`src/hdl/fpa_pkg.sv`:
```
// Shared types, opcodes and saturation helpers for the fixed-point ALU.
package fpa_pkg;

  typedef enum logic [2:0] {
    CMD_ADD   = 3'd0,
    CMD_SUB   = 3'd1,
    CMD_MUL   = 3'd2,
    CMD_DIV   = 3'd3,
    CMD_MIN   = 3'd4,
    CMD_MAX   = 3'd5,
    CMD_INC   = 3'd6,
    CMD_TOINT = 3'd7
  } cmd_t;

  localparam logic [31:0] POS_LIMIT = 32'h7FFF_FFFF;
  localparam logic [31:0] NEG_LIMIT = 32'h8000_0000;

  // Word carried down the pipe next to the divider state.
  typedef struct packed {
    cmd_t        cmd;
    logic        less;
    logic        equal;
    logic        greater;
    logic        neg;
    logic        dz;
    logic        eovf;
    logic [31:0] eres;
    logic [31:0] mb;
    logic [63:0] prod;
  } item_t;

  typedef struct packed {
    logic        ovf;
    logic [31:0] res;
  } sat_t;

  // Sign plus magnitude to 32-bit raw, clamped.
  function automatic sat_t saturate(input logic neg, input logic [64:0] mag);
    sat_t s;
    s.ovf = 1'b0;
    if (!neg && (mag > {33'd0, POS_LIMIT})) begin
      s.ovf = 1'b1;
      s.res = POS_LIMIT;
    end else if (neg && (mag > {33'd0, NEG_LIMIT})) begin
      s.ovf = 1'b1;
      s.res = NEG_LIMIT;
    end else if (neg) begin
      s.res = 32'd0 - mag[31:0];
    end else begin
      s.res = mag[31:0];
    end
    return s;
  endfunction

  // 33-bit two's complement sum back to 32 bits, clamped.
  function automatic sat_t wrap33(input logic [32:0] x);
    sat_t s;
    s.ovf = x[32] ^ x[31];
    if (s.ovf) begin
      s.res = x[32] ? NEG_LIMIT : POS_LIMIT;
    end else begin
      s.res = x[31:0];
    end
    return s;
  endfunction

endpackage

```
`src/hdl/fpa_front.sv`:
```
// Front stages: operand decode, simple ops, compare flags, then the multiplier.
module fpa_front #(
  parameter int FRACT_BITS = 8,
  parameter int DW         = 41
) (
  input  logic                 clk,
  input  logic                 rst,
  input  logic                 in_valid,
  output logic                 in_ready,
  input  logic [2:0]           cmd,
  input  logic signed [31:0]   a_value,
  input  logic signed [31:0]   b_value,
  output logic                 out_valid,
  input  logic                 out_ready,
  output fpa_pkg::item_t       out_item,
  output logic [DW-1:0]        out_num
);

  logic           v1, v2, r1, r2;
  fpa_pkg::item_t it1, it1_next, it2, it2_next;
  logic [31:0]    ma1, ma, mb, toint;
  logic [DW-1:0]  num2;
  logic           a_neg, b_neg;
  fpa_pkg::sat_t  s_add, s_sub, s_inc;

  assign r2       = !v2 || out_ready;
  assign r1       = !v1 || r2;
  assign in_ready = r1;

  always_comb begin
    a_neg = a_value[31];
    b_neg = b_value[31];
    ma    = a_neg ? 32'd0 - a_value : a_value;
    mb    = b_neg ? 32'd0 - b_value : b_value;
    toint = ma >> FRACT_BITS;
    s_add = fpa_pkg::wrap33({a_value[31], a_value} + {b_value[31], b_value});
    s_sub = fpa_pkg::wrap33({a_value[31], a_value} - {b_value[31], b_value});
    s_inc = fpa_pkg::wrap33({a_value[31], a_value} + 33'd1);
    it1_next.cmd     = fpa_pkg::cmd_t'(cmd);
    it1_next.less    = a_value < b_value;
    it1_next.equal   = a_value == b_value;
    it1_next.greater = a_value > b_value;
    it1_next.neg     = a_neg ^ b_neg;
    it1_next.mb      = mb;
    it1_next.prod    = 64'd0;
    it1_next.dz      = 1'b0;
    it1_next.eovf    = 1'b0;
    it1_next.eres    = 32'd0;
    case (fpa_pkg::cmd_t'(cmd))
      fpa_pkg::CMD_ADD: begin
        it1_next.eres = s_add.res;
        it1_next.eovf = s_add.ovf;
      end
      fpa_pkg::CMD_SUB: begin
        it1_next.eres = s_sub.res;
        it1_next.eovf = s_sub.ovf;
      end
      fpa_pkg::CMD_INC: begin
        it1_next.eres = s_inc.res;
        it1_next.eovf = s_inc.ovf;
      end
      fpa_pkg::CMD_MIN: it1_next.eres = it1_next.greater ? b_value : a_value;
      fpa_pkg::CMD_MAX: it1_next.eres = it1_next.greater ? a_value : b_value;
      fpa_pkg::CMD_TOINT: it1_next.eres = a_neg ? 32'd0 - toint : toint;
      fpa_pkg::CMD_DIV: begin
        it1_next.dz   = (b_value == 32'sd0);
        it1_next.eres = a_neg ? fpa_pkg::NEG_LIMIT : fpa_pkg::POS_LIMIT;
      end
      default: it1_next.eres = 32'd0;
    endcase
  end

  // Second stage word: same as stage one plus the 32x32 magnitude product.
  always_comb begin
    it2_next      = it1;
    it2_next.prod = {32'd0, ma1} * {32'd0, it1.mb};
  end

  always_ff @(posedge clk) begin
    if (rst) begin
      v1 <= 1'b0;
      v2 <= 1'b0;
    end else begin
      if (r1) v1 <= in_valid;
      if (r2) v2 <= v1;
    end
    if (r1 && in_valid) begin
      it1 <= it1_next;
      ma1 <= ma;
    end
    if (r2 && v1) begin
      it2  <= it2_next;
      num2 <= {ma1, {(FRACT_BITS + 1){1'b0}}};
    end
  end

  assign out_valid = v2;
  assign out_item  = it2;
  assign out_num   = num2;

endmodule

```
`config.mk`:
```
export PLATFORM = sky130hd
export DESIGN_NAME = fpa_front
export DESIGN_NICKNAME = d
export VERILOG_FILES = /design/src/hdl/fpa_pkg.sv /design/src/hdl/fpa_front.sv
export SDC_FILE = /design/constraint.sdc
export NUM_CORES = 2
export LEC_CHECK = 0
export BUFFER_PORTS_ARGS = -buffer_cell sky130_fd_sc_hd__buf_4
export CAP_MARGIN = 20
export CORE_UTILIZATION = 25
export DETAILED_ROUTE_END_ITERATION = 10
export PLACE_DENSITY = 0.46
export SLEW_MARGIN = 20
export SYNTH_ARGS = -nofsm -noshare
export SYNTH_HDL_FRONTEND = slang
export SYNTH_SLANG_ARGS = --single-unit
```
`constraint.sdc`:
```
create_clock -name clk -period 20 [get_ports clk]
set_clock_uncertainty 0.05 [all_clocks]
set_input_delay 4 -clock clk [delete_from_list [all_inputs] [get_ports clk]]
set_output_delay 4 -clock clk [all_outputs]
set_load 0.01 [all_outputs]
```
==> impl_metrics.ini <==
[cells_and_area]
drive_above_1_share_pct = 7.70
finish.utilization_pct = 28.1
mostFrequentLayoutCell = inv_1
final_nets = 6598
layout_common_cells = inv_1, fa_1, and2_1, nand2_1, ha_1
area.growth.synth_to_final_pct = 11.8

[logic_synthesis]
netlist_area_um2 = 49600
syn_inst = 5248
synth.distinct_cells = 81
postSynth.asyncResetShare_pct = 0
ys_seq_area_share_pct = 16.7
synth_warnings = 0
avgSynthCellArea_um2 = 9.45
synth-edff-count = 274
synth_seq_cells = 276
synth_top_flop_cell = edfxtp_1

[critical_path]
worstPathRequired_ns = 20.31
cp-start-kind = flop
path_class = flop to flop
rr_startpoint = ma1[13]
ff2ff_path_depth = 23
rrSetupSlack_ns = 10.74
arrival_ns = 9.57
cp-end-kind = flop
cp_max_fo = 21
rr_endpoint = out_item[62]

[die]
rows = 163
coreArea_um2 = 197000
die_y_um = 447
io_pins = 251
die_x_um = 447
start_util_pct = 25.1
die_area_um2 = 200000

[placed_design]
hpwl_um = 134000
dp_slack_ns = 10.54
portBuffers = 241
gp_congestion = 0.874

[timing]
slew_headroom_pct = 30.2
tightestPinTransition_ns = 1.04
period_needed_ns = 9.26
fin_crit_sh_pct = 46.3
tns_ns = 0
worst_slack_ns = 10.74
drv_slew = 0
fin_hold_ws_ns = 0.361
setup_viol = 0
rsz0062_at_grt = false
final_hold_viol_count = 0
fmax_mhz = 108

[cts]
cts_setup_buffers = 0
holdBufCountCts = 0
insertion_delay_ns = 0.66
cts_buffer_depth = 3
post_cts_resized = 0
cts-root-buf = clkbuf_16
clk_pin_slew_worst_paths_ns = 0.06
cts_max_level = 2
cts_sinks = 276
cts_tree = done
cts_made_buffers = 39

[drt]
drc = 0
first_iter_violations = 2275
num_vias = 37000
first_pass_iters = 6
drtAntennaViolNets = 0
drt_wl_total_um = 173000
viasPerCell = 4.65
routedWlPerCell_um = 21.7

[grt]
overflow = 0
grt_pass1_wl_um = 258000
grt_max_degree = 71
grt_pass1_vias = 39100
grt.total_usage_pct = 17.2
antenna_found_initial = 12

[worst_hold_path]
hold_depth = 0
holdCritStartpoint = it1[136]
hold_path.class = flop to flop
holdPathEnd = out_item[136]

[status]
status = completed

[run]
maxCapViolations = 0
-- sequential cells by signal, summed over array words and instances (netlist names) --
name       count
v1             1
out_valid      1
out_item     137
ma1           32
out_num       32
it1           73
-- stage by stage --
stage,std cells,area [um^2]
2_1_floorplan,5256,49600
3_3_place_gp,7896,54100
3_5_place_dp,7897,54100
4_1_cts,7967,55400
5_1_grt,7970,55400
6_report,7970,55400
-- critical path: stages, from the launching register on --
cell and delay, ns:
edfxtp_1 0.71, buf_4 0.40, and2_1 0.20, fa_1 0.43, fa_1 0.54, inv_1 0.08
fa_1 0.50, fa_1 0.53, inv_1 0.07, fa_1 0.55, fa_1 0.43, fa_1 0.51
fa_1 0.41, ha_1 0.39, a21oi_1 0.21, o21ai_0 0.15, or3b_2 0.22, nand3_1 0.14
a32oi_1 0.58, o221ai_1 0.37, o41ai_1 0.68, o21ai_0 0.39, a311oi_1 0.34, xnor2_1 0.10
-- cell usage after synthesis, drive strengths merged (50+ instances only) --
cell / count / area share, %
clkbuf: 297 / 2.2
nand4: 51 / 0.64
ha: 331 / 8.4
nand2: 562 / 4.3
nand3: 50 / 0.51
inv: 930 / 7.0
xnor2: 167 / 2.9
and2: 596 / 7.5
a21oi: 209 / 2.1
nor2: 141 / 1.1
edfxtp: 274 / 17
o21ai: 141 / 1.4
fa: 898 / 36
-- kinds of logic (layout without fill, tap and decap cells) --
kind of cell / Yosys count / in the layout / synth area share, %
AOI/OAI and AO/OA: 662 / 662 / 8.48
xor gates and xnor gates: 210 / 210 / 3.71
adders and majority gates: 1229 / 1229 / 44.6
buffers and inverters: 1251 / 1322 / 9.57
DFF: 276 / 276 / 16.7
muxes: 8 / 8 / 0.167
other: 1 / 12 / 0.00756
and+or+nand+nor: 1611 / 1611 / 16.8
-- layer usage --
metal  wire length, um  part of all wire (%)  up-vias  track usage (%)
li1                  -                     -    16600                -
met1             77700                    45    19200             23.4
met2             81800                    47     1030             28.6
met3              7960                   4.6      222             1.71
met4              5280                   3.1        4             5.08
met5                23                 0.013        -                0
-- worst max-delay path by stage --
stage,start,end,cells past startpoint
after detailed placement,ma1[13],out_item[62],23
after global routing,ma1[13],out_item[62],23
after floorplan,out_ready,out_item[0],2
final,ma1[13],out_item[62],23
after global placement,it1[77],out_item[62],22
after CTS,ma1[13],out_item[62],23
-- layout make-up --
class | count | area, um^2
Fill cell | 21100 | 142000
Sequential cell | 276 | 8270
Timing Repair Buffer | 321 | 2430
Clock inverter | 29 | 323
Inverter | 931 | 3490
Tap cell | 2640 | 3300
Antenna cell | 3 | 7.51
Clock buffer | 41 | 983
Multi-Input combinational cell | 3729 | 36600
Power is not shown: default switching activity piles up to over one toggle a cycle in this logic, so the estimate is an artifact.
