--- src/hdl/fpa_pkg.sv ---
// Shared types, opcodes and saturation helpers for the fixed-point ALU.
package fpa_pkg;

  typedef enum logic [2:0] {
    CMD_ADD   = 3'd0,
    CMD_SUB   = 3'd1,
    CMD_MUL   = 3'd2,
    CMD_DIV   = 3'd3,
    CMD_MIN   = 3'd4,
    CMD_MAX   = 3'd5,
    CMD_INC   = 3'd6,
    CMD_TOINT = 3'd7
  } cmd_t;

  localparam logic [31:0] POS_LIMIT = 32'h7FFF_FFFF;
  localparam logic [31:0] NEG_LIMIT = 32'h8000_0000;

  // Word carried down the pipe next to the divider state.
  typedef struct packed {
    cmd_t        cmd;
    logic        less;
    logic        equal;
    logic        greater;
    logic        neg;
    logic        dz;
    logic        eovf;
    logic [31:0] eres;
    logic [31:0] mb;
    logic [63:0] prod;
  } item_t;

  typedef struct packed {
    logic        ovf;
    logic [31:0] res;
  } sat_t;

  // Sign plus magnitude to 32-bit raw, clamped.
  function automatic sat_t saturate(input logic neg, input logic [64:0] mag);
    sat_t s;
    s.ovf = 1'b0;
    if (!neg && (mag > {33'd0, POS_LIMIT})) begin
      s.ovf = 1'b1;
      s.res = POS_LIMIT;
    end else if (neg && (mag > {33'd0, NEG_LIMIT})) begin
      s.ovf = 1'b1;
      s.res = NEG_LIMIT;
    end else if (neg) begin
      s.res = 32'd0 - mag[31:0];
    end else begin
      s.res = mag[31:0];
    end
    return s;
  endfunction

  // 33-bit two's complement sum back to 32 bits, clamped.
  function automatic sat_t wrap33(input logic [32:0] x);
    sat_t s;
    s.ovf = x[32] ^ x[31];
    if (s.ovf) begin
      s.res = x[32] ? NEG_LIMIT : POS_LIMIT;
    end else begin
      s.res = x[31:0];
    end
    return s;
  endfunction

endpackage

--- src/hdl/fpa_out.sv ---
// Output stage: rounding, saturation, result select and output register.
module fpa_out #(
  parameter int FRACT_BITS = 8,
  parameter int DW         = 41
) (
  input  logic                clk,
  input  logic                rst,
  input  logic                in_valid,
  output logic                in_ready,
  input  fpa_pkg::item_t      in_item,
  input  logic [DW-1:0]       in_q,
  output logic                out_valid,
  input  logic                out_stall,
  output logic signed [31:0]  result,
  output logic                less,
  output logic                equal,
  output logic                greater,
  output logic                overflowed,
  output logic                divide_by_zero
);

  logic          valid;
  logic [64:0]   mt, mr, dr;
  fpa_pkg::sat_t ms, ds, sel;

  assign in_ready = !valid || !out_stall;

  always_comb begin
    mt = {in_item.prod, 1'b0} >> FRACT_BITS;
    mr = (mt + 65'd1) >> 1;
    dr = ({{(65 - DW){1'b0}}, in_q} + 65'd1) >> 1;
    ms = fpa_pkg::saturate(in_item.neg, mr);
    ds = fpa_pkg::saturate(in_item.neg, dr);
    case (in_item.cmd)
      fpa_pkg::CMD_MUL: sel = ms;
      fpa_pkg::CMD_DIV: begin
        if (in_item.dz) begin
          sel.res = in_item.eres;
          sel.ovf = 1'b0;
        end else begin
          sel = ds;
        end
      end
      default: begin
        sel.res = in_item.eres;
        sel.ovf = in_item.eovf;
      end
    endcase
  end

  always_ff @(posedge clk) begin
    if (rst) begin
      valid <= 1'b0;
    end else if (in_ready) begin
      valid <= in_valid;
    end
    if (in_ready && in_valid) begin
      result         <= sel.res;
      overflowed     <= sel.ovf;
      divide_by_zero <= in_item.dz;
      less           <= in_item.less;
      equal          <= in_item.equal;
      greater        <= in_item.greater;
    end
  end

  assign out_valid = valid;

endmodule

--- config.mk ---
export PLATFORM = sky130hd
export DESIGN_NAME = fpa_out
export DESIGN_NICKNAME = d
export VERILOG_FILES = /design/src/hdl/fpa_pkg.sv /design/src/hdl/fpa_out.sv
export SDC_FILE = /design/constraint.sdc
export NUM_CORES = 1
export LEC_CHECK = 0
export ABC_AREA = 1
export ABC_CLOCK_PERIOD_IN_PS = 3700
export BUFFER_PORTS_ARGS = -buffer_cell sky130_fd_sc_hd__buf_2
export CAP_MARGIN = 10
export CORE_MARGIN = 2
export CORE_UTILIZATION = 45
export DETAILED_ROUTE_END_ITERATION = 10
export GPL_TIMING_DRIVEN = 0
export PLACE_DENSITY = 0.69
export SYNTH_ARGS = -nofsm -noshare
export SYNTH_HDL_FRONTEND = slang
export SYNTH_SLANG_ARGS = --single-unit
--- constraint.sdc ---
create_clock -name clk -period 3.7 [get_ports clk]
set_input_delay 0.555 -clock clk [delete_from_list [all_inputs] [get_ports clk]]
set_output_delay 0.555 -clock clk [all_outputs]
set_load 0.01 [all_outputs]
==> results.py <==
metrics = {
    "run_status": {
        "status": "complete, no violations",
    },
    "floorplanning": {
        "initial_core_util": 0.4548,
        "ios": 221,
        "die-area_um2": 20680,
        "die-width_um": 143.8,
        "coreArea_um2": 19330,
        "die_h_um": 143.8,
        "fp-row-count": 51,
    },
    "cts": {
        "h-tree-depth": 2,
        "clk_pin_slew_ps": 50,
        "max-clock-path-buffers": 2,
        "numCtsBuffers": 5,
        "cts_sinks": 38,
        "clk_latency_ps": 280,
        "cts_tree": "done",
        "clockRootBuffer": "clkbuf_16",
    },
    "detailed_routing": {
        "num_vias": 11360,
        "drc": 0,
        "detail_route.iter0.violations": 922,
        "first_pass_iters": 5,
        "routedWlPerCell_um": 15.36,
        "ant_nets": 0,
        "via_per_inst": 5.148,
        "drt_wl_total_um": 33870,
    },
    "synth": {
        "ys_ff_latch": 38,
        "ys.flop_type": "edfxtp_1",
        "synth_top_area_cell": "nand2_1",
        "async_flop_share": 0,
        "yosys_warnings": 0,
        "syn_area_um2": 8793,
        "yosysMostFrequentCell": "nand2_1",
        "synth_seq_area_share": 0.1286,
        "synth_commonest_cells": "nand2_1 (697), nor2_1 (328), inv_1 (192), nand3_1 (164), a21oi_1 (61)",
        "syn_area_per_cell_um2": 5.025,
        "synth_top_area_frac": 0.2975,
        "ys_types": 36,
        "syn_inst": 1750,
        "syn_nets": 1938,
        "synth-edff-count": 37,
        "synth_area_leaders": "nand2_1 (30%), nor2_1 (14%), edfxtp_1 (13%), nand3_1 (9.3%), inv_1 (8.2%)",
    },
    "timing": {
        "hold_viol_final": 0,
        "skew_ps": 4.129,
        "worst_pin_slew_ps": 676.8,
        "relSlewSlack": 0.5488,
        "final.setup.tns_ps": 0,
        "fmax_mhz": 290.3,
        "slew_viol_final": 0,
        "finalSetupViolCount": 0,
        "layout_worst_path_cycle_share": 0.9309,
        "min_period_ps": 3444,
        "finalWorstSetupSlack_ps": 255.5,
        "grt_setup_unrepaired": "false",
    },
    "critical_path": {
        "max_stage_delay_ps": 300,
        "cp-endpoint": "overflowed",
        "arrival_ps": 3450,
        "reg2reg_to": "result[21]",
        "rrSetupSlack_ps": 2400,
        "crit_path_end_kind": "flip-flop",
        "slowest_stage": "xnor2_1",
        "r2r_cells": 2,
        "critical_path_class": "in2reg",
        "critPathBufInv": 3,
        "cp_common_cell": "nand2_1",
        "cp_max_fo": 10,
        "worstSetupStartpoint": "in_item[7]",
        "critPathTopFamily": "simple AND/OR/NAND/NOR gates",
        "cp_cell_sequence": "buf_2 -> ha_1 -> nand2_1 -> nor2_2 -> nand2_2 -> nor2_4 -> xnor2_1 -> nand2_1 -> nor2_1 -> inv_1 -> nor2_2 -> nand3_1 -> nor2_1 -> nand2_1 -> nand2_4 -> buf_6 -> nand2_1 -> nand2_1 -> nand3_1",
        "r2r_start": "out_valid",
        "cp.depth": 19,
        "worstSetupStartpointType": "input port",
        "required_ps": 3710,
    },
    "global_route": {
        "grt_pass1_wl_um": 52310,
        "grt_pass1_vias": 10020,
        "groute.usage.overall": 0.3225,
        "grt_start_max_net_pins": 26,
        "grt_overflow": 0,
        "antenna_found_initial": 1,
    },
    "power_and_ir_drop": {
        "p_leak_uw": 0.005076,
        "ir_drop_mv": 0.1464,
        "p_per_area_nw_per_um2": 171.1,
    },
    "final_layout": {
        "drive_gt1_frac": 0.1371,
        "area_growth_pct": 16.29,
        "fill_cells": 2222,
        "fin_nets": 2127,
    },
    "placement": {
        "hpwl_um": 29620,
        "place_ws_ps": 9.059,
        "port_buffers": 181,
        "gp_congestion": 1.058,
    },
    "run": {
        "cap_violations": 0,
    },
    "min_path": {
        "hp-class": "in2reg",
    },
}
## final cells by class
cell class	instances	area, um2	area share
multi-input cells	1483	6744	0.6595
flip-flops and latches	38	1131	0.1106
repair buffers	182	933.4	0.09128
inverters	194	728.2	0.07121
well taps	265	331.6	0.03242
plain buffers	35	216.5	0.02117
clock buffers	6	128.9	0.01260
clock inverters	2	10.01	0.0009788
diodes	1	2.502	0.0002447
## sequential cells by signal, indices dropped and copies added, names as in the netlist
register,count
overflowed,1
equal,1
greater,1
less,1
result,32
divide_by_zero,1
out_valid,1
## cells in the final DEF (no fill, tap or decap), types with 2 or more instances in the layout
cell and instances:
a21oi_1 60, a31oi_1 2, and2_1 2, buf_1 4, buf_2 183, buf_4 4, buf_6 9, clkbuf_1 17
clkbuf_16 5, clkinv_2 2, edfxtp_1 37, ha_1 6, inv_1 192, nand2_1 697, nand2_2 16, nand2_4 3
nand3_1 164, nand3_2 4, nand3b_1 9, nand4_1 31, nor2_1 328, nor2_2 21, nor2_4 8, nor3_1 10
o21ai_0 27, o21ai_1 5, o21bai_1 4, or2_2 4, xnor2_1 22, xnor2_2 2, xor2_1 52
## power by group
part | switching [uW] | internal (uW)
Sequential | 7.51 | 514
Combinational | 543 | 276
Clock | 161 | 247
## kinds of logic (layout without fill, tap and decap cells)
group,count (synthesis),after routing,synth area share
other,0,1,0
AO/OA/AOI/OAI,99,99,0.05777
flip-flops,38,38,0.1286
buffers and inverters,229,419,0.1074
AND/OR/NAND/NOR,1301,1301,0.6201
XOR/XNOR,77,77,0.07755
adder cells (fa/ha/maj),6,6,0.008537
## layer usage
layer	part of all wire	wire [um]	track usage	vias up
li1	-	-	-	5855
met1	0.46	15560	0.4535	4989
met2	0.45	15100	0.5356	464
met3	0.070	2386	0.01733	48
met4	0.025	830	0.08875	0
met5	0	0	0	-
## worst reg2reg max path, stage by stage (launching register included)
cell and delay (ps):
dfxtp_1 340, a21oi_4 410, buf_16 240
## repair_timing
item	in CTS	in global routing
hold buffers	0	0
setup buffers	0	0
gates resized for setup	0	3
endpoints found under the hold margin	0	0
setup endpoints to repair	0	3
## through the flow
step	area, um2	power, uW	hold WS (ps)	std cells	utilization
2_1_floorplan	8793	1022	570.6	1750	-
4_1_cts	10210	1739	432.1	2205	0.5280
3_3_place_gp	10030	1325	472.2	2196	0.5188
6_report	10230	1749	434.9	2206	0.5289
3_5_place_dp	10070	1336	549.9	2197	0.5208
5_1_grt	10230	1861	443.5	2206	0.5289
## worst min path at each step
| stage | startpoint | to | slack (ps) | depth (start not counted) |
|---|---|---|---|---|
| after global placement | out_valid | out_valid | 470 | 2 |
| final | rst | out_valid | 430 | 2 |
| after global routing | rst | out_valid | 440 | 2 |
| after floorplan | out_valid | out_valid | 570 | 2 |
| after CTS | rst | out_valid | 430 | 2 |
| after detailed placement | out_valid | out_valid | 550 | 2 |
No activity file was read; power rests on OpenSTA's default activity.
