==> config.mk <==
export PLATFORM = sky130hd
export DESIGN_NAME = fpa_div_cell
export DESIGN_NICKNAME = d
export VERILOG_FILES = /design/src/hdl/fpa_pkg.sv /design/src/hdl/fpa_div_cell.sv
export SDC_FILE = /design/constraint.sdc
export NUM_CORES = 1
export LEC_CHECK = 0
export BUFFER_PORTS_ARGS = -buffer_cell sky130_fd_sc_hd__buf_2
export CAP_MARGIN = 10
export CORE_AREA = 3 3 197 199
export DETAILED_ROUTE_END_ITERATION = 8
export DIE_AREA = 0 0 200 202
export PLACE_DENSITY = 0.55
export RECOVER_POWER = 25
export SYNTH_ARGS = -nofsm -noshare
export SYNTH_HDL_FRONTEND = slang
export SYNTH_SLANG_ARGS = --single-unit
export TNS_END_PERCENT = 1
==> constraint.sdc <==
create_clock -name clk -period 10.2 [get_ports clk]
set_clock_uncertainty 0.1 [all_clocks]
set_input_delay 2.04 -clock clk [delete_from_list [all_inputs] [get_ports clk]]
set_output_delay 2.04 -clock clk [all_outputs]
set_load 0.02 [all_outputs]
==> src/hdl/fpa_pkg.sv <==
// Shared types, opcodes and saturation helpers for the fixed-point ALU.
package fpa_pkg;

  typedef enum logic [2:0] {
    CMD_ADD   = 3'd0,
    CMD_SUB   = 3'd1,
    CMD_MUL   = 3'd2,
    CMD_DIV   = 3'd3,
    CMD_MIN   = 3'd4,
    CMD_MAX   = 3'd5,
    CMD_INC   = 3'd6,
    CMD_TOINT = 3'd7
  } cmd_t;

  localparam logic [31:0] POS_LIMIT = 32'h7FFF_FFFF;
  localparam logic [31:0] NEG_LIMIT = 32'h8000_0000;

  // Word carried down the pipe next to the divider state.
  typedef struct packed {
    cmd_t        cmd;
    logic        less;
    logic        equal;
    logic        greater;
    logic        neg;
    logic        dz;
    logic        eovf;
    logic [31:0] eres;
    logic [31:0] mb;
    logic [63:0] prod;
  } item_t;

  typedef struct packed {
    logic        ovf;
    logic [31:0] res;
  } sat_t;

  // Sign plus magnitude to 32-bit raw, clamped.
  function automatic sat_t saturate(input logic neg, input logic [64:0] mag);
    sat_t s;
    s.ovf = 1'b0;
    if (!neg && (mag > {33'd0, POS_LIMIT})) begin
      s.ovf = 1'b1;
      s.res = POS_LIMIT;
    end else if (neg && (mag > {33'd0, NEG_LIMIT})) begin
      s.ovf = 1'b1;
      s.res = NEG_LIMIT;
    end else if (neg) begin
      s.res = 32'd0 - mag[31:0];
    end else begin
      s.res = mag[31:0];
    end
    return s;
  endfunction

  // 33-bit two's complement sum back to 32 bits, clamped.
  function automatic sat_t wrap33(input logic [32:0] x);
    sat_t s;
    s.ovf = x[32] ^ x[31];
    if (s.ovf) begin
      s.res = x[32] ? NEG_LIMIT : POS_LIMIT;
    end else begin
      s.res = x[31:0];
    end
    return s;
  endfunction

endpackage

==> src/hdl/fpa_div_cell.sv <==
// One restoring-division cell: retires one quotient bit per stage.
module fpa_div_cell #(
  parameter int DW = 41
) (
  input  logic           clk,
  input  logic           rst,
  input  logic           in_valid,
  output logic           in_ready,
  input  fpa_pkg::item_t in_item,
  input  logic [DW-1:0]  in_num,
  input  logic [31:0]    in_rem,
  input  logic [DW-1:0]  in_q,
  output logic           out_valid,
  input  logic           out_ready,
  output fpa_pkg::item_t out_item,
  output logic [DW-1:0]  out_num,
  output logic [31:0]    out_rem,
  output logic [DW-1:0]  out_q
);

  logic          valid;
  logic [32:0]   shifted;
  logic [33:0]   diff;
  logic          take;

  assign in_ready = !valid || out_ready;
  assign shifted  = {in_rem, in_num[DW-1]};
  assign diff     = {1'b0, shifted} - {2'b00, in_item.mb};
  assign take     = !diff[33];

  always_ff @(posedge clk) begin
    if (rst) begin
      valid <= 1'b0;
    end else if (in_ready) begin
      valid <= in_valid;
    end
    if (in_ready && in_valid) begin
      out_item <= in_item;
      out_num  <= in_num << 1;
      out_rem  <= take ? diff[31:0] : shifted[31:0];
      out_q    <= {in_q[DW-2:0], take};
    end
  end

  assign out_valid = valid;

endmodule

==> results of run 1 <==
[cell usage after synthesis (all sizes together) (3+ instances only)]
| master | n | area share (%) |
|---|---|---|
| o31ai | 6 | 0.45 |
| nor2 | 18 | 0.68 |
| mux2i | 6 | 0.60 |
| xor2 | 7 | 0.62 |
| o211ai | 3 | 0.23 |
| inv | 41 | 1.5 |
| nand3 | 6 | 0.30 |
| a21o | 7 | 0.54 |
| a211oi | 5 | 0.38 |
| o21ai | 17 | 0.85 |
| mux2 | 27 | 4.0 |
| buf | 9 | 0.90 |
| and3 | 5 | 0.31 |
| xnor2 | 17 | 1.5 |
| o21bai | 4 | 0.34 |
| a31oi | 3 | 0.34 |
| a21boi | 3 | 0.23 |
| nand2b | 6 | 0.38 |
| a21oi | 33 | 1.7 |
| nand4 | 6 | 0.38 |
| ha | 32 | 4.0 |
| nand2 | 25 | 0.94 |
| or3 | 3 | 0.19 |
| nor2b | 3 | 0.19 |
| or2 | 3 | 0.19 |
| o21a | 6 | 0.45 |
| nor3 | 4 | 0.20 |
| edfxtp | 250 | 75 |
[flip-flops by register name (all words and copies together) (netlist names)]
name       count
out_item     137
out_q         41
out_num       40
out_rem       32
out_valid      1
[power groups by stage]
stage	sequential, mW	combinational (mW)	clock, mW
floorplan	1.37	0.170	0
global placement	1.26	0.430	0
detailed placement	1.26	0.434	0
CTS	1.24	0.436	1.05
global route	1.25	0.462	1.09
finish	1.24	0.428	1.01
[layer usage]
metal	GRT usage (%)	wire length, microns
met1	17.35	12340
met4	7.951	1906
met3	5.434	3339
met2	27.24	16760
met5	0	113
[worst register-to-register path, stage by stage, from the launching register on]
cell and delay [ns]:
dfxtp_1 0.30, nand2b_1 0.18, and2_4 0.19, buf_12 0.64
buf_4 1.09
[layout make-up]
type | count | area [sq um]
timing repair buffer | 508 | 2551
fill | 3687 | 23400
clock buffer | 35 | 748.2
tap | 511 | 639.4
sequential | 251 | 7527
inverter | 41 | 153.9
multi-input combinational | 278 | 2198
antenna | 7 | 17.52
clock inverter | 16 | 165.2
[placed cells by master, fill, tap and decap left out, types with 3 or more instances in the layout]
cell type	netlist	layout
a211oi_1	5	5
a21boi_0	3	3
a21o_1	6	6
a21oi_1	32	32
and3_1	5	5
buf_2	0	496
bufinv_16	0	3
clkbuf_1	0	15
clkbuf_16	0	29
clkinv_1	0	4
clkinv_2	0	5
clkinv_4	0	3
diode_2	0	7
edfxtp_1	250	250
ha_1	32	32
inv_1	41	41
mux2_4	25	25
mux2i_1	6	6
nand2_1	25	25
nand2b_1	6	6
nand3_1	6	6
nand4_1	6	6
nor2_1	18	18
nor2b_1	3	3
nor3_1	4	4
o211ai_1	3	3
o21a_1	6	6
o21ai_0	16	16
o21bai_1	3	3
o31ai_1	6	6
or2_2	3	3
or3_1	3	3
xnor2_1	17	17
xor2_1	7	7
[how the worst min path moves through the flow]
stage	cells past startpoint	end	slack [ns]
after floorplan	2	out_valid	0.63
after global placement	2	out_valid	0.50
after detailed placement	2	out_valid	0.51
after CTS	2	out_valid	0.52
after global routing	2	out_valid	0.54
final	2	out_valid	0.53
[cells by family after synthesis]
family                     after synthesis
xor gates and xnor gates                24
muxes                                   33
AOI/OAI and AO/OA                      101
adders and majority gates               33
and+or+nand+nor                         86
buffers and inverters                   50
DFF                                    251
other                                    1
==> flow_summary.json, run 1 <==
{
  "status": "finished clean",
  "clk_latency_ns": 0.55,
  "grtUsageTotal_pct": 15.86,
  "die_area_sq_um": 40400,
  "first_pass_iters": 4,
  "p_sw_mw": 0.6935,
  "p_seq_share_pct": 46.3,
  "dp_cells": 1589,
  "synth-main-ff-cell": "edfxtp_1",
  "final_util_pct": 37.44,
  "clk_pin_slew_ns": 0.06,
  "port_buffers": 505,
  "worstPathRequired_ns": 10.41,
  "p_leak_nw": 6.057,
  "vias_per_cell": 4.371,
  "die-width_microns": 200,
  "dp_hpwl_mm": 27.05,
  "rrSetupSlack_ns": 7.21,
  "fp.coreArea_sq_um": 37400,
  "grt_max_degree": 165,
  "synthCells": 579,
  "crit_buf_inv": 3,
  "synthMuxAreaShare_pct": 4.595,
  "cts_htree_levels": 1,
  "worst_hold_slack_ns": 0.5266,
  "stdcell_area_sq_um": 14000,
  "synthesis.nets": 867,
  "hold_path_class": "reg2reg",
  "slowest_stage": "or4_4",
  "fin_crit_ns": 5.173,
  "drive_gt1_share_pct": 51.11,
  "wl_per_cell_microns": 20.92,
  "placed_area_sq_um": 13080,
  "synth_seq_cells": 251,
  "wirelength_mm": 34.45,
  "p_comb_share_pct": 16.0,
  "ir_worst_vdd_mv": 0.1165,
  "max_stage_delay_ns": 0.56,
  "rsz0062_at_grt": "false",
  "area_growth_pct": 40.47,
  "tightest_slew_ns": 1.134,
  "pre_cts_ws_ns": 4.411,
  "switching_share_pct": 25.87,
  "synth.cell_area_sq_um": 9967,
  "die_h_microns": 202,
  "fin_cells": 1647,
  "critPathCaptureType": "flop",
  "r2r_start": "out_valid",
  "fin_total_pwr_mw": 2.680,
  "reg2regPathDepth": 4,
  "synth-compound-area-share_pct": 6.766,
  "synth_top_family_by_area": "compound AO/OA/AOI/OAI gates",
  "final-setup-viol-count": 0,
  "cts_tree": "built",
  "startpoint": "in_item[85]",
  "r2r_end": "out_item[17]",
  "start_util_pct": 26.65,
  "cp-start-kind": "input port",
  "drtIter0Drc": 326,
  "endpoint": "out_rem[1]",
  "ys_async_sr_fraction_pct": 0,
  "synth_adder_area_share_pct": 4.218,
  "synth_edf_count": 250,
  "hold_violations": 0,
  "p_per_area_nw_per_um2": 191.4,
  "nets": 1397,
  "yosysUniqueCellTypes": 56,
  "maxSlewViolCount": 0,
  "path_depth": 11,
  "crit_family": "simple AND/OR/NAND/NOR gates",
  "yosysSeqAreaShare_pct": 75.52,
  "rows": 71,
  "ant_nets": 0,
  "io_pins": 508,
  "place_congestion": 0.8346,
  "grt_pass1_vias": 7212,
  "maxCapViolCount": 0,
  "cts_resized": 0,
  "cts_root_buffer": "clkbuf_16",
  "numClockSinks": 251,
  "fin_setup_tns_ns": 0,
  "slew-limit-headroom_pct": 24.37,
  "yosys.area_share.simple_pct": 4.306,
  "timing.fmax_mhz": 193.3,
  "numCtsBuffers": 29,
  "clk_path_buf_depth": 3,
  "synth_area_per_cell_sq_um": 17.21,
  "antenna_found_initial": 13,
  "cp_max_fo": 21,
  "layout_setup_ws_ns": 5.027,
  "postCtsSetupBuffers": 0,
  "yosys_warnings": 0,
  "crit_arrival_ns": 5.38,
  "cp_cell_sequence": "buf_2, inv_1, ha_1, and3_1, nand3_1, or4_4, o21bai_2, a21oi_2, a31oi_4, buf_4, mux2_2",
  "p_int_mw": 1.987,
  "vias": 7199,
  "pwr-share-clk_pct": 37.7,
  "grt_overflow": 0,
  "path_class": "in2reg",
  "ctsHoldBuffers": 0,
  "route.detailed.drc": 0,
  "hp-start": "out_valid",
  "period_share_pct": 50.72,
  "yosys.area_share.xor_xnor_pct": 2.109,
  "grt_pass1_wl_mm": 47.27
}
Note: power is estimated with default switching activity, not from simulation.
==> run 2: changes to the inputs <==
Clock period 10.2 ns to 4.85 ns, I/O delays scaled along.
==> run 2 against run 1 <==
Against the previous run:
- register-to-register slack got worse by 4.3 ns
- count of clock-buffer cells in the layout increased by 2
- wire length increased by 0.48%
- power increased by 110%
- via count decreased by 0.38%
- worst setup slack got worse by 4.0 ns
- largest cell class unchanged
- sequential power increased by 110%
- die area unchanged
- cell area increased by 0.25%
- flip-flop and latch count unchanged
- clock power increased by 110%
- highest routed layer unchanged
- non-clock buffer count increased by 1
==> flow_summary.json, run 2 (synthesis results as in run 1) <==
{
  "status": "finished clean",
  "crit_buf_inv": 3,
  "grtUsageTotal_pct": 16.02,
  "wirelength_mm": 34.62,
  "first_pass_iters": 5,
  "fin_setup_tns_ns": 0,
  "max_stage_delay_ns": 0.48,
  "cts_htree_levels": 1,
  "maxCapViolCount": 0,
  "drive_gt1_share_pct": 51.28,
  "ir_worst_vdd_mv": 0.2465,
  "ant_nets": 0,
  "fp.coreArea_sq_um": 37400,
  "cts_tree": "built",
  "clk_latency_ns": 0.55,
  "antenna_found_initial": 16,
  "worstPathRequired_ns": 5.06,
  "path_class": "in2reg",
  "place_congestion": 0.8581,
  "grt_pass1_wl_mm": 47.80,
  "tightest_slew_ns": 1.106,
  "port_buffers": 505,
  "cts_resized": 0,
  "slew-limit-headroom_pct": 26.25,
  "r2r_end": "out_item[40]",
  "most-common-layout-cells": "buf_2 (499), edfxtp_1 (250), inv_1 (41)",
  "rrSetupSlack_ns": 2.94,
  "regMostFlops": "out_item",
  "startpoint": "in_num[40]",
  "crit_arrival_ns": 4.05,
  "fin_crit_ns": 3.844,
  "reg_top3": "out_item x137, out_q x41, out_num x40",
  "hold_violations": 0,
  "grt_overflow": 0,
  "die_h_microns": 202,
  "period_share_pct": 79.25,
  "ctsHoldBuffers": 0,
  "endpoint": "out_rem[28]",
  "r2r_start": "out_valid",
  "grt_pass1_vias": 7172,
  "vias": 7172,
  "postCtsSetupBuffers": 0,
  "p_leak_nw": 6.082,
  "route.detailed.drc": 0,
  "start_util_pct": 26.65,
  "area_growth_pct": 40.82,
  "hold_path_class": "reg2reg",
  "clk_path_buf_depth": 3,
  "fin_total_pwr_mw": 5.613,
  "clk_pin_slew_ns": 0.05,
  "path_depth": 13,
  "slowest_stage": "o41a_1",
  "reg2regPathDepth": 3,
  "largest_reg_flops": 137,
  "cp_max_fo": 4,
  "timing.fmax_mhz": 260.2,
  "drtIter0Drc": 356,
  "io_pins": 508,
  "cp-start-kind": "input port",
  "dp_hpwl_mm": 27.25,
  "cp_cell_sequence": "buf_2, inv_1, ha_1, inv_1, fa_1, a211oi_1, o211a_1, o31ai_1, o41a_1, a41oi_1, o21ai_0, a21boi_0, mux2_4",
  "numCtsBuffers": 29,
  "nets": 1398,
  "rows": 71,
  "final-setup-viol-count": 0,
  "path_common_cell": "inv_1",
  "critPathCaptureType": "flop",
  "crit_family": "compound AO/OA/AOI/OAI gates",
  "maxSlewViolCount": 0,
  "cts_root_buffer": "clkbuf_16",
  "die-width_microns": 200,
  "numClockSinks": 251,
  "die_area_sq_um": 40400,
  "grt_max_degree": 172,
  "vias_per_cell": 4.344,
  "fillCellCount": 3658,
  "wl_per_cell_microns": 20.97,
  "layout_commonest_cell": "buf_2",
  "p_per_area_nw_per_um2": 399.9,
  "worst_hold_slack_ns": 0.4374,
  "rsz0062_at_grt": "false"
}
[run 2: cell type report]
| class | instances | area, sq um | area share (%) |
|---|---|---|---|
| Sequential cell | 251 | 7527 | 53.63 |
| Timing Repair Buffer | 509 | 2587 | 18.43 |
| Multi-Input combinational cell | 278 | 2198 | 15.66 |
| Clock buffer | 37 | 765.7 | 5.456 |
| Tap cell | 511 | 639.4 | 4.555 |
| Inverter | 41 | 153.9 | 1.096 |
| Clock inverter | 17 | 146.4 | 1.043 |
| Antenna cell | 7 | 17.52 | 0.1248 |
[run 2: routing by layer]
layer	share of wire, %	up-vias	GRT usage (%)
met5	0.34	-	0
met4	3.4	18	5.284
met3	9.8	73	6.051
met2	50	315	28.36
met1	37	3463	17.57
li1	-	3303	-
[run 2: report_power, final]
| group | switching, mW | leakage [nW] | total, mW | internal [mW] |
|---|---|---|---|---|
| Clock | 0.871 | 0.452 | 2.09 | 1.22 |
| Sequential | 0.0334 | 2.43 | 2.61 | 2.58 |
| Combinational | 0.555 | 3.20 | 0.910 | 0.355 |
[run 2: per-stage QoR]
stage	setup slack, ns	cells	util, %	instance area (sq um)
2_1_floorplan	1.126	579	-	9970
3_3_place_gp	0.4793	1590	35.06	13110
3_5_place_dp	0.4608	1590	35.06	13110
4_1_cts	1.054	1644	37.50	14030
5_1_grt	0.8099	1647	37.50	14030
6_report	1.006	1651	37.53	14040
[run 2: how the worst min path moves through the flow]
| stage | from | end | slack [ns] | cells after the start |
|---|---|---|---|---|
| final | out_valid | out_valid | 0.44 | 2 |
| after global routing | rst | out_valid | 0.43 | 2 |
| after CTS | rst | out_valid | 0.42 | 2 |
| after detailed placement | out_valid | out_valid | 0.42 | 2 |
| after global placement | out_valid | out_valid | 0.40 | 2 |
| after floorplan | out_valid | out_valid | 0.64 | 2 |
[run 2: worst reg2reg max path: cells and delay by family, from the launching register on]
kind / cells / cell delay (ns)
buf+inv: 1 / 0.49
flops: 1 / 0.31
simple gates: 2 / 0.30
